**config.mk**
```make
export PLATFORM = sky130hd
export DESIGN_NAME = debounced_shuttle_motor_controller
export DESIGN_NICKNAME = d
export VERILOG_FILES = /design/src/sv/dsmc_pkg.sv /design/src/sv/dsmc_debounce.sv /design/src/sv/dsmc_shuttle.sv /design/src/sv/debounced_shuttle_motor_controller.sv
export SDC_FILE = /design/constraint.sdc
export NUM_CORES = 1
export LEC_CHECK = 0
export BUFFER_PORTS_ARGS = -buffer_cell sky130_fd_sc_hd__buf_2
export CAP_MARGIN = 20
export CORE_MARGIN = 2
export CORE_UTILIZATION = 62
export DETAILED_ROUTE_END_ITERATION = 12
export PLACE_DENSITY = 0.8
export SYNTH_ARGS = -nofsm -noshare
export SYNTH_HDL_FRONTEND = slang
export SYNTH_HIERARCHICAL = 1
export SYNTH_SLANG_ARGS = --single-unit
```
**constraint.sdc**
```tcl
create_clock -name clk -period 4 [get_ports clk]
set_input_delay 0 -clock clk [delete_from_list [all_inputs] [get_ports clk]]
set_output_delay 0 -clock clk [all_outputs]
set_load 0.05 [all_outputs]
```
**src/sv/dsmc_pkg.sv**
```systemverilog
// Shared types, constants and helper functions of the shuttle motor controller.
`default_nettype none

package dsmc_pkg;

	// Width of every debounce counter; a counter saturates at its all-ones value.
	localparam int CNT_W = 8;
	// Width of a configuration register and of the configuration write data.
	localparam int CFG_W = 8;
	// Width used to compare a register value against the counter range.
	localparam int THR_W = (CNT_W > CFG_W) ? CNT_W : CFG_W;
	// Width of the configuration register index.
	localparam int IDX_W = 2;

	localparam logic [CNT_W-1:0] COUNT_MAX = '1;

	// Register indexes of the configuration port.
	localparam logic [IDX_W-1:0] REG_KEY_TICKS    = IDX_W'(0);
	localparam logic [IDX_W-1:0] REG_SENSOR_TICKS = IDX_W'(1);

	// Register values after reset.
	localparam logic [CFG_W-1:0] KEY_TICKS_RST    = CFG_W'(10);
	localparam logic [CFG_W-1:0] SENSOR_TICKS_RST = CFG_W'(5);

	// Debounced flags of the three inputs after the current sample.
	typedef struct packed {
		logic key;
		logic limit_a;
		logic limit_b;
	} flags_t;

	// Motor drive state after the current sample.
	typedef struct packed {
		logic forward;
		logic reverse;
	} drive_t;

	// A register value of zero acts as one, and values beyond the counter
	// range are clamped to the counter's maximum.
	function automatic logic [CNT_W-1:0] thresh(input logic [CFG_W-1:0] n);
		logic [THR_W-1:0] t;
		t = THR_W'(n);
		if (n == '0) t = THR_W'(1);
		if (t > THR_W'(COUNT_MAX)) t = THR_W'(COUNT_MAX);
		return t[CNT_W-1:0];
	endfunction

endpackage

`default_nettype wire

```
**src/sv/dsmc_debounce.sv**
```systemverilog
// Counting debouncer for one active-low raw input.
`default_nettype none

module dsmc_debounce import dsmc_pkg::*; (
	input  wire logic             clk,
	input  wire logic             arst_n,
	input  wire logic             tick,
	input  wire logic             level,
	input  wire logic [CFG_W-1:0] ticks,
	output logic                  flag_d
);

	logic             phase_q, phase_d;
	logic [CNT_W-1:0] lo_q, lo_d, hi_q, hi_d;
	logic             flag_q;
	logic [CNT_W-1:0] thr, lo_inc, hi_inc;

	assign thr    = thresh(ticks);
	assign lo_inc = (lo_q < COUNT_MAX) ? lo_q + CNT_W'(1) : lo_q;
	assign hi_inc = (hi_q < COUNT_MAX) ? hi_q + CNT_W'(1) : hi_q;

	// Phase 0 counts low samples, phase 1 counts high samples; the sample
	// that changes the level only switches the phase and clears both counts.
	always_comb begin
		phase_d = phase_q;
		lo_d    = lo_q;
		hi_d    = hi_q;
		flag_d  = flag_q;
		if (!phase_q) begin
			if (!level) begin
				lo_d = lo_inc;
				if (lo_inc >= thr) begin
					flag_d = 1'b1;
					lo_d   = '0;
				end
			end else begin
				phase_d = 1'b1;
				lo_d    = '0;
				hi_d    = '0;
			end
		end else begin
			if (level) begin
				hi_d = hi_inc;
				if (hi_inc >= thr) begin
					flag_d = 1'b0;
					hi_d   = '0;
				end
			end else begin
				phase_d = 1'b0;
				lo_d    = '0;
				hi_d    = '0;
			end
		end
	end

	always_ff @(posedge clk or negedge arst_n) begin
		if (!arst_n) begin
			phase_q <= 1'b0;
			lo_q    <= '0;
			hi_q    <= '0;
			flag_q  <= 1'b0;
		end else if (tick) begin
			phase_q <= phase_d;
			lo_q    <= lo_d;
			hi_q    <= hi_d;
			flag_q  <= flag_d;
		end
	end

endmodule

`default_nettype wire

```
**src/sv/dsmc_shuttle.sv**
```systemverilog
// Key release detector and alternating run control of the shuttle motor.
`default_nettype none

module dsmc_shuttle import dsmc_pkg::*; (
	input  wire logic   clk,
	input  wire logic   arst_n,
	input  wire logic   tick,
	input  wire flags_t flags,
	output drive_t      drive_d
);

	logic await_q, await_d;
	logic run_q, run_d;
	logic toward_b_q, toward_b_d;

	always_comb begin
		await_d    = await_q;
		run_d      = run_q;
		toward_b_d = toward_b_q;

		// A press arms the detector; the following release starts a run.
		if (!await_q) begin
			if (flags.key) await_d = 1'b1;
		end else if (!flags.key) begin
			run_d   = 1'b1;
			await_d = 1'b0;
		end

		// A run ends at the limit it heads for, and the next run turns around.
		if (run_d) begin
			if (!toward_b_q) begin
				if (flags.limit_a) begin
					run_d      = 1'b0;
					toward_b_d = 1'b1;
				end
			end else if (flags.limit_b) begin
				run_d      = 1'b0;
				toward_b_d = 1'b0;
			end
		end

		drive_d.forward = run_d && !toward_b_d;
		drive_d.reverse = run_d && toward_b_d;
	end

	always_ff @(posedge clk or negedge arst_n) begin
		if (!arst_n) begin
			await_q    <= 1'b0;
			run_q      <= 1'b0;
			toward_b_q <= 1'b0;
		end else if (tick) begin
			await_q    <= await_d;
			run_q      <= run_d;
			toward_b_q <= toward_b_d;
		end
	end

endmodule

`default_nettype wire

```
**src/sv/debounced_shuttle_motor_controller.sv**
```systemverilog
// Top level of the debounced shuttle motor controller.
`default_nettype none

// Each input transfer is one sample tick of three active-low raw pins: the
// start key and the two limit sensors. Every transfer produces exactly one
// result transfer carrying the motor drive state and the three debounced
// flags as they stand after that tick. The block takes one sample per clock
// cycle for as long as results are taken; a sample goes into an input
// register, and the debounce counters, the key release detector and the run
// control are all updated in the single cycle in which it moves into the
// result register. Because the input register and the result register are
// separate, a new sample can be taken while a finished result still waits.
// The two debounce thresholds are written through the configuration port
// (register 0 for the key, register 1 for both sensors) and must only be
// changed while no sample is in flight. A threshold of zero behaves as one.
// The first run after reset goes forward toward limit A, and each run
// alternates direction.
module debounced_shuttle_motor_controller import dsmc_pkg::*; (
	input  wire logic             clk,
	input  wire logic             arst_n,

	input  wire logic             cfg_we,
	input  wire logic [IDX_W-1:0] cfg_index,
	input  wire logic [CFG_W-1:0] cfg_data,

	input  wire logic             in_valid,
	output logic                  in_ready,
	input  wire logic             key_level,
	input  wire logic             limit_a_level,
	input  wire logic             limit_b_level,

	output logic                  out_valid,
	input  wire logic             out_ready,
	output logic                  drive_forward,
	output logic                  drive_reverse,
	output logic                  key_debounced,
	output logic                  limit_a_active,
	output logic                  limit_b_active
);

	// Threshold registers.
	logic [CFG_W-1:0] key_ticks_q;
	logic [CFG_W-1:0] sensor_ticks_q;

	// Input register stage.
	logic valid_s1;
	logic key_s1, limit_a_s1, limit_b_s1;

	// The sample in the input register is processed when the result register
	// is free or is being emptied in this cycle.
	logic   advance;
	flags_t flags_d;
	drive_t drive_d;

	assign advance  = valid_s1 && (!out_valid || out_ready);
	assign in_ready = !valid_s1 || advance;

	always_ff @(posedge clk or negedge arst_n) begin
		if (!arst_n) begin
			key_ticks_q    <= KEY_TICKS_RST;
			sensor_ticks_q <= SENSOR_TICKS_RST;
		end else if (cfg_we) begin
			case (cfg_index)
				REG_KEY_TICKS:    key_ticks_q    <= cfg_data;
				REG_SENSOR_TICKS: sensor_ticks_q <= cfg_data;
				default: ;
			endcase
		end
	end

	always_ff @(posedge clk or negedge arst_n) begin
		if (!arst_n) begin
			valid_s1 <= 1'b0;
		end else if (in_ready) begin
			valid_s1 <= in_valid;
		end
	end

	always_ff @(posedge clk) begin
		if (in_valid && in_ready) begin
			key_s1     <= key_level;
			limit_a_s1 <= limit_a_level;
			limit_b_s1 <= limit_b_level;
		end
	end

	// One debouncer per raw input; both sensors share one threshold.
	dsmc_debounce u_key_deb (
		.clk    (clk),
		.arst_n (arst_n),
		.tick   (advance),
		.level  (key_s1),
		.ticks  (key_ticks_q),
		.flag_d (flags_d.key)
	);

	dsmc_debounce u_limit_a_deb (
		.clk    (clk),
		.arst_n (arst_n),
		.tick   (advance),
		.level  (limit_a_s1),
		.ticks  (sensor_ticks_q),
		.flag_d (flags_d.limit_a)
	);

	dsmc_debounce u_limit_b_deb (
		.clk    (clk),
		.arst_n (arst_n),
		.tick   (advance),
		.level  (limit_b_s1),
		.ticks  (sensor_ticks_q),
		.flag_d (flags_d.limit_b)
	);

	dsmc_shuttle u_shuttle (
		.clk     (clk),
		.arst_n  (arst_n),
		.tick    (advance),
		.flags   (flags_d),
		.drive_d (drive_d)
	);

	// Result register.
	always_ff @(posedge clk or negedge arst_n) begin
		if (!arst_n) begin
			out_valid <= 1'b0;
		end else if (!out_valid || out_ready) begin
			out_valid <= valid_s1;
		end
	end

	always_ff @(posedge clk) begin
		if (advance) begin
			drive_forward  <= drive_d.forward;
			drive_reverse  <= drive_d.reverse;
			key_debounced  <= flags_d.key;
			limit_a_active <= flags_d.limit_a;
			limit_b_active <= flags_d.limit_b;
		end
	end

	// The motor is never driven both ways at once.
	assert property (@(posedge clk) disable iff (!arst_n)
		out_valid |-> !(drive_forward && drive_reverse))
		else $error("forward and reverse drive both on");

	// A reported forward drive means limit A was not active in that tick.
	assert property (@(posedge clk) disable iff (!arst_n)
		(out_valid && drive_forward) |-> !limit_a_active)
		else $error("forward drive on with limit A active");

	// A reported reverse drive means limit B was not active in that tick.
	assert property (@(posedge clk) disable iff (!arst_n)
		(out_valid && drive_reverse) |-> !limit_b_active)
		else $error("reverse drive on with limit B active");

	// A processed sample always lands in the result register.
	assert property (@(posedge clk) disable iff (!arst_n)
		advance |=> out_valid)
		else $error("processed sample lost");

endmodule

`default_nettype wire

```
== Word level (Yosys, flattened, before mapping) ==
Index checks and enable logic that the tools add are counted.

* Multiply operators: 0
* Divide/modulo/power cells: 0
* $add $sub $neg: 6
* Shift-type cells: 0
* Order comparisons: 14
* Bitwise gates (word level): 0
* Reductions and logical operators: 23
* Equal/unequal tests: 4
* Multiplexer cells: 62

{| class="wikitable"
|+ Operator list
! cell !! count
|-
| 8-bit 2-to-1 mux || 34
|-
| 8-bit by 1-bit adder with 8-bit output, second input constant || 6
|-
| 8-bit >= comparator || 6
|-
| 8-bit < comparator, second input constant || 6
|-
| 1-bit 2-to-1 mux || 28
|-
| 8-bit > comparator, second input constant || 2
|-
| 8-bit logical NOT || 2
|-
| 2-bit AND reduction || 8
|-
| 2-bit inequality test, second input constant || 3
|-
| 2-bit nonzero test || 3
|-
| 1-bit logical AND || 4
|-
| 1-bit logical NOT || 3
|-
| 2-bit by 1-bit equality test with 1-bit output, second input constant || 1
|-
| 2-bit logical NOT || 1
|-
| 1-bit logical OR || 2
|}

* Logic and storage cells: 136
* ROM bits: 0
* Latch bits: 0
* Bits in writable memories: 0
* Register bits after elaboration: 83
* Input port bits: 18
* Memories kept: 0

== Longest topological paths before layout ==
* Depth in word-level cells: 13
* Depth in mapped cells: 15
* Mapped depth without buffers: 14

== By module ==
The synthesis kept the hierarchy.

{| class="wikitable"
|+ By module, submodules not included
! module !! instances !! sequential area each (µm²) !! cells each !! area an instance (µm²)
|-
| dsmc_debounce || 3 || 450.4 || 160 || 1447.6
|-
| debounced_shuttle_motor_controller || 1 || 695.7 || 50 || 944.7
|-
| dsmc_shuttle || 1 || 75.1 || 15 || 163.9
|}

== Least setup slack after synthesis ==
OpenSTA, ideal clock, no wires.

* Path kind: register to register
* Start point: register u_limit_b_deb.lo_q[0]
* End point: register u_shuttle.run_q
* Arrival: 2965 ps
* Setup time: 75 ps
* Slack: 960 ps
* Stages on the path, launching flop included: 14
* Cells stage by stage: dfrtp_1 -> ha_1 -> nand3_1 -> or2_1 -> buf_6 -> xnor2_1 -> ha_1 -> nand2b_1 -> a2111oi_0 -> a311o_1 -> a21oi_1 -> o221a_1 -> mux2_1 -> a21oi_2

{| class="wikitable"
|+ RTL lines
! item !! line !! text
|-
| start: declaration || dsmc_debounce.sv:14 || <nowiki>logic [CNT_W-1:0] lo_q, lo_d, hi_q, hi_d;</nowiki>
|-
| start signal: assignment || dsmc_debounce.sv:64 || <nowiki>lo_q <= lo_d;</nowiki>
|-
| end signal: assignment || dsmc_shuttle.sv:53 || <nowiki>run_q <= run_d;</nowiki>
|-
| end: declaration || dsmc_shuttle.sv:13 || <nowiki>logic run_q, run_d;</nowiki>
|}

==> results <==
- The flow ran to the end, and the final reports show no timing, DRC or antenna violations.
- The share of total power consumed by net switching is approximately 33%.
- Synthesis produced a netlist with a net count of 611.
- Setup repair after global routing left no endpoint under its margin.
- In the synthesized netlist the async set-or-reset flop fraction comes to between 90% and 100%.
- In this run the worst path has a maximum fanout of 6.
- For this run, the number of Yosys warnings is 6.
- The cell taking the most area after synthesis is sky130_fd_sc_hd__dfrtp_1.
- After synthesis, the most frequently instantiated cells are sky130_fd_sc_hd__dfrtp_1 (71), sky130_fd_sc_hd__ha_1 (48), sky130_fd_sc_hd__nand2_1 (48).
- The primary flip-flop cell chosen by synthesis mapping is sky130_fd_sc_hd__dfrtp_1.
- The aggregate routed wire length is roughly 12000 um.
- The share of power burned in combinational logic is a little over a quarter.
- The area taken by multi-input logic gates is roughly 3100 sq um.
- The clock-pin slew reported for the worst setup and hold paths after clock tree synthesis is 0.09 ns.
- The worst setup path is launched from a flop.
- In this run the worst hold path is classified as input port to flop.
- The post-layout net count is roughly 650.
- The height of the chip is roughly 100 um.
- In this run the biggest area consumer among cell types represents between 30% and 40% of the synthesized area.
- The number of slew-limit violations in the final report is 0.
- From left edge to right edge, the die measures roughly 98 um.
- Data on the critical path arrives at its endpoint at 3.61 ns.
- The number of H-tree levels is 3.
- The count of buffers added on input and output ports is 24.
- The maximum number of buffers from clock root to sink is 2.
- The count of max-cap constraint violations is 0.
- The critical setup path kind is flop to flop.
- For this design the top-level I/O count stands at 25.
- The filler cell count in the final layout is about 650.
- The number of routed nets with antenna violations is 0.
- In this run the static leakage power is 2.82 nW.
- The clock sink count is 83.
- The via density per instance is about 6.3.
- TritonCTS built the clock tree.
- Internal power comes to 0.00151 W.
- The share of power burned in the clock network is around a quarter.
- The maximum achievable frequency is around 0.29 GHz.
- The total die area is between 9000 and 10000 sq um.
- Entering global routing, the biggest net connects 76 pins.
- Headroom to the max-slew limit came out at 38.0%.
- Routability-driven placement finished with a final weighted congestion of ~0.88.
- Gates resized during post-CTS repair numbered 0.
- The wire length of the first global-routing pass is roughly 20000 um.
- The gate count after technology mapping is approximately 550.
- The via total after detailed routing is around 4.3k.
- The register area is between 2000 and 2500 sq um.
- The design draws 0.00226 W.
- The later-pin clock latency in the skew report is ~0.35 ns.
- The synthesized design contains 8 enable-type register cells.
- The via count of the first global-routing pass is 4185.
- The final critical delay including setup and external delays is between 3 and 4 ns.
- The fraction of final layout cells sized beyond drive strength 1 is around 14%.
- For this configuration, the core starts out at a cell density of a little over three fifths.
- The cell row count is 34.
- Between clock sinks in the finished design, the worst skew comes to 0.0114 ns.
- By area the synthesized netlist is led by sky130_fd_sc_hd__dfrtp_1 (33%), sky130_fd_sc_hd__ha_1 (11%), sky130_fd_sc_hd__a22o_1 (7.2%).
- The total count of hold-check failures in the final report was 0.
- The clock buffer count from CTS is 9.
- Setup slack on the critical path of the routed design comes to around 0.56 ns.
- Summing the sequential cell areas from Yosys gives between 30% and 40% of the chip area.
- The region available for standard cell placement spans 8640 sq um.
- The number of iterations in the first detailed-routing pass is 4.
- The power spent charging and discharging nets is between 0.0007 and 0.0008 W.
- VDD sags by at most 0.000254 V.
- The power density relative to cell area is between 300 and 400 nW/um^2.
- The global-route usage over all layers is 25.4%.
- The worst setup path is captured at a flop.
- The wire-length estimate of the detail-placed layout is ~8600 um.
- The share of the clock period used by the worst path after layout is a little under nine tenths.
- The number of remaining DRC errors is 0.
- The number of buffers added for setup after CTS is 0.
- Relative to the synthesized area, the layout overhead comes to 9.20%.
- The detailed-route wire length per cell is approximately 17 um.
- The DRC marker count from the first detailed-route iteration is between 200 and 250.
- The buffer type at the clock tree root is sky130_fd_sc_hd__clkbuf_8.
- After synthesis the netlist holds a flip-flop and latch count of 83.
- The mean area per synthesized cell is between 10 and 15 sq um.
- The setup TNS after final layout is 0 ns.
- The sum of overflow across all layers after global routing is 0.
- The antenna diode instance count is 0.
- Measured on the finished design, the core utilization comes to between 60% and 70%.
- Counting distinct cell types in the post-synthesis netlist gives 53.
- Sequential cells burn between 40% and 50% of the power.
- The slew of the pin with the lowest slew margin is 0.931 ns.
- The placement-stage worst setup slack is just over 0.6 ns.
- The worst hold slack across all endpoints is between 0.1 and 0.15 ns.
- The data required time of the critical path is about 4.2 ns.
- The number of failing setup endpoints in the final timing report is 0.
- The number of antenna violations at the first check in global routing is 0.
- The cell area that synthesis handed to floorplanning was approximately 5500 sq um.
- sky130_fd_sc_hd__dfrtp_1 is the most common cell in the netlist.
## kinds of logic (layout without fill, tap and decap cells)
group,after synthesis,after routing,share of synthesized area (%)
simple gates,175,175,16.9
buf+inv,43,84,3.86
mux,27,27,5.51
xor+xnor,24,24,3.86
fa+ha+maj,48,48,11.0
flops,83,83,38.9
compound gates,145,145,19.9
## critical path, cell delays in order, from the launching register on
cell                        delay [ns]
sky130_fd_sc_hd__dfrtp_1          0.45
sky130_fd_sc_hd__ha_1             0.23
sky130_fd_sc_hd__nand3_1          0.16
sky130_fd_sc_hd__or2_1            0.32
sky130_fd_sc_hd__xnor2_1          0.19
sky130_fd_sc_hd__ha_1             0.25
sky130_fd_sc_hd__nand2b_1         0.15
sky130_fd_sc_hd__a2111oi_0        0.42
sky130_fd_sc_hd__a311o_1          0.26
sky130_fd_sc_hd__a21oi_1          0.09
sky130_fd_sc_hd__o221a_1          0.33
sky130_fd_sc_hd__nor2b_4          0.16
sky130_fd_sc_hd__nor2_1           0.08
sky130_fd_sc_hd__nor3_1           0.17
## metrics by stage
step | cells | area, sq um
after floorplan | 545 | 5450
after global placement | 663 | 5610
after detailed placement | 663 | 5610
after CTS | 694 | 5950
after global routing | 694 | 5950
final | 694 | 5950
## registers in the layout, indices dropped and copies added, names as in the netlist, 8 cells and up
signal,count
u_limit_b_deb/hi_q,8
u_limit_a_deb/hi_q,8
key_ticks_q,8
u_key_deb/hi_q,8
sensor_ticks_q,8
u_limit_a_deb/lo_q,8
u_key_deb/lo_q,8
u_limit_b_deb/lo_q,8
## layout make-up
class	instances	area share [%]
multi-input cells	419	52.4
flip-flops and latches	83	35.6
repair buffers	40	4.71
well taps	108	2.27
clock buffers	9	2.08
inverters	28	1.77
clock inverters	7	1.13
## repair_timing
item,4_1_cts,5_1_grt
setup endpoints to repair,0,0
hold buffers,15,0
endpoints found under the hold margin,92,0
## power groups by stage
stage | sequential, W | clock, W | combinational (W)
6_report | 0.00105 | 0.000594 | 0.000614
5_1_grt | 0.00106 | 0.000643 | 0.000692
4_1_cts | 0.00105 | 0.000607 | 0.000605
3_5_place_dp | 0.00106 | 0 | 0.000589
3_3_place_gp | 0.00106 | 0 | 0.000556
2_1_floorplan | 0.00105 | 0 | 0.000445
## final timing paths
kind / to / from / cells past startpoint / slack (ns)
worst max-delay path: drive_forward$_DFFE_PP_ / u_key_deb/lo_q[0]$_DFFE_PN0P_ / 13 / 0.56
worst min-delay path: key_ticks_q[6]$_DFFE_PN0P_ / cfg_index[1] / 3 / 0.11
min in group asynchronous: u_limit_a_deb/lo_q[4]$_DFFE_PN0P_ / arst_n / 2 / 0.34
worst min register to register: out_valid$_DFFE_PN0P_ / valid_s1$_DFFE_PN0P_ / 1 / 0.50
max in group asynchronous: u_key_deb/phase_q$_DFFE_PN0P_ / arst_n / 2 / 3.07
worst max register to register: drive_forward$_DFFE_PP_ / u_key_deb/lo_q[0]$_DFFE_PN0P_ / 13 / 0.56
## per-layer routing
| metal | track usage [%] | vias to the layer above | routed length (um) |
|---|---|---|---|
| li1 | - | 2113 | - |
| met1 | 36.3 | 2099 | 5700 |
| met2 | 41.1 | 115 | 5520 |
| met3 | 2.86 | 18 | 406 |
| met4 | 8.23 | 0 | 231 |
| met5 | 0 | - | 0 |
## layout by cell type (no fill, tap or decap), types with 5 or more instances in the layout
cell                            synthesis  final
sky130_fd_sc_hd__a31oi_1                9      9
sky130_fd_sc_hd__and4_1                 6      6
sky130_fd_sc_hd__xnor2_1               12     12
sky130_fd_sc_hd__nor2_1                31     31
sky130_fd_sc_hd__or2_1                  6      6
sky130_fd_sc_hd__or2_2                  6      6
sky130_fd_sc_hd__xor2_1                12     12
sky130_fd_sc_hd__o211ai_1               7      7
sky130_fd_sc_hd__nand4_1                9      9
sky130_fd_sc_hd__buf_2                  3     23
sky130_fd_sc_hd__inv_1                 28     28
sky130_fd_sc_hd__nand3_1               19     19
sky130_fd_sc_hd__dlygate4sd3_1          0     15
sky130_fd_sc_hd__nor3_1                 5      5
sky130_fd_sc_hd__o221a_1                6      6
sky130_fd_sc_hd__a22o_1                45     45
sky130_fd_sc_hd__a21oi_1               28     28
sky130_fd_sc_hd__edfxtp_1               8      8
sky130_fd_sc_hd__nand2_1               48     48
sky130_fd_sc_hd__dfrtp_1               71     71
sky130_fd_sc_hd__ha_1                  48     48
sky130_fd_sc_hd__o21ai_0               15     15
sky130_fd_sc_hd__clkbuf_8               0      9
sky130_fd_sc_hd__nand2b_1               9      9
sky130_fd_sc_hd__and3_1                 9      9
sky130_fd_sc_hd__mux2_2                20     20
sky130_fd_sc_hd__and2_1                 5      5
Note: power is estimated with default switching activity, not from simulation.
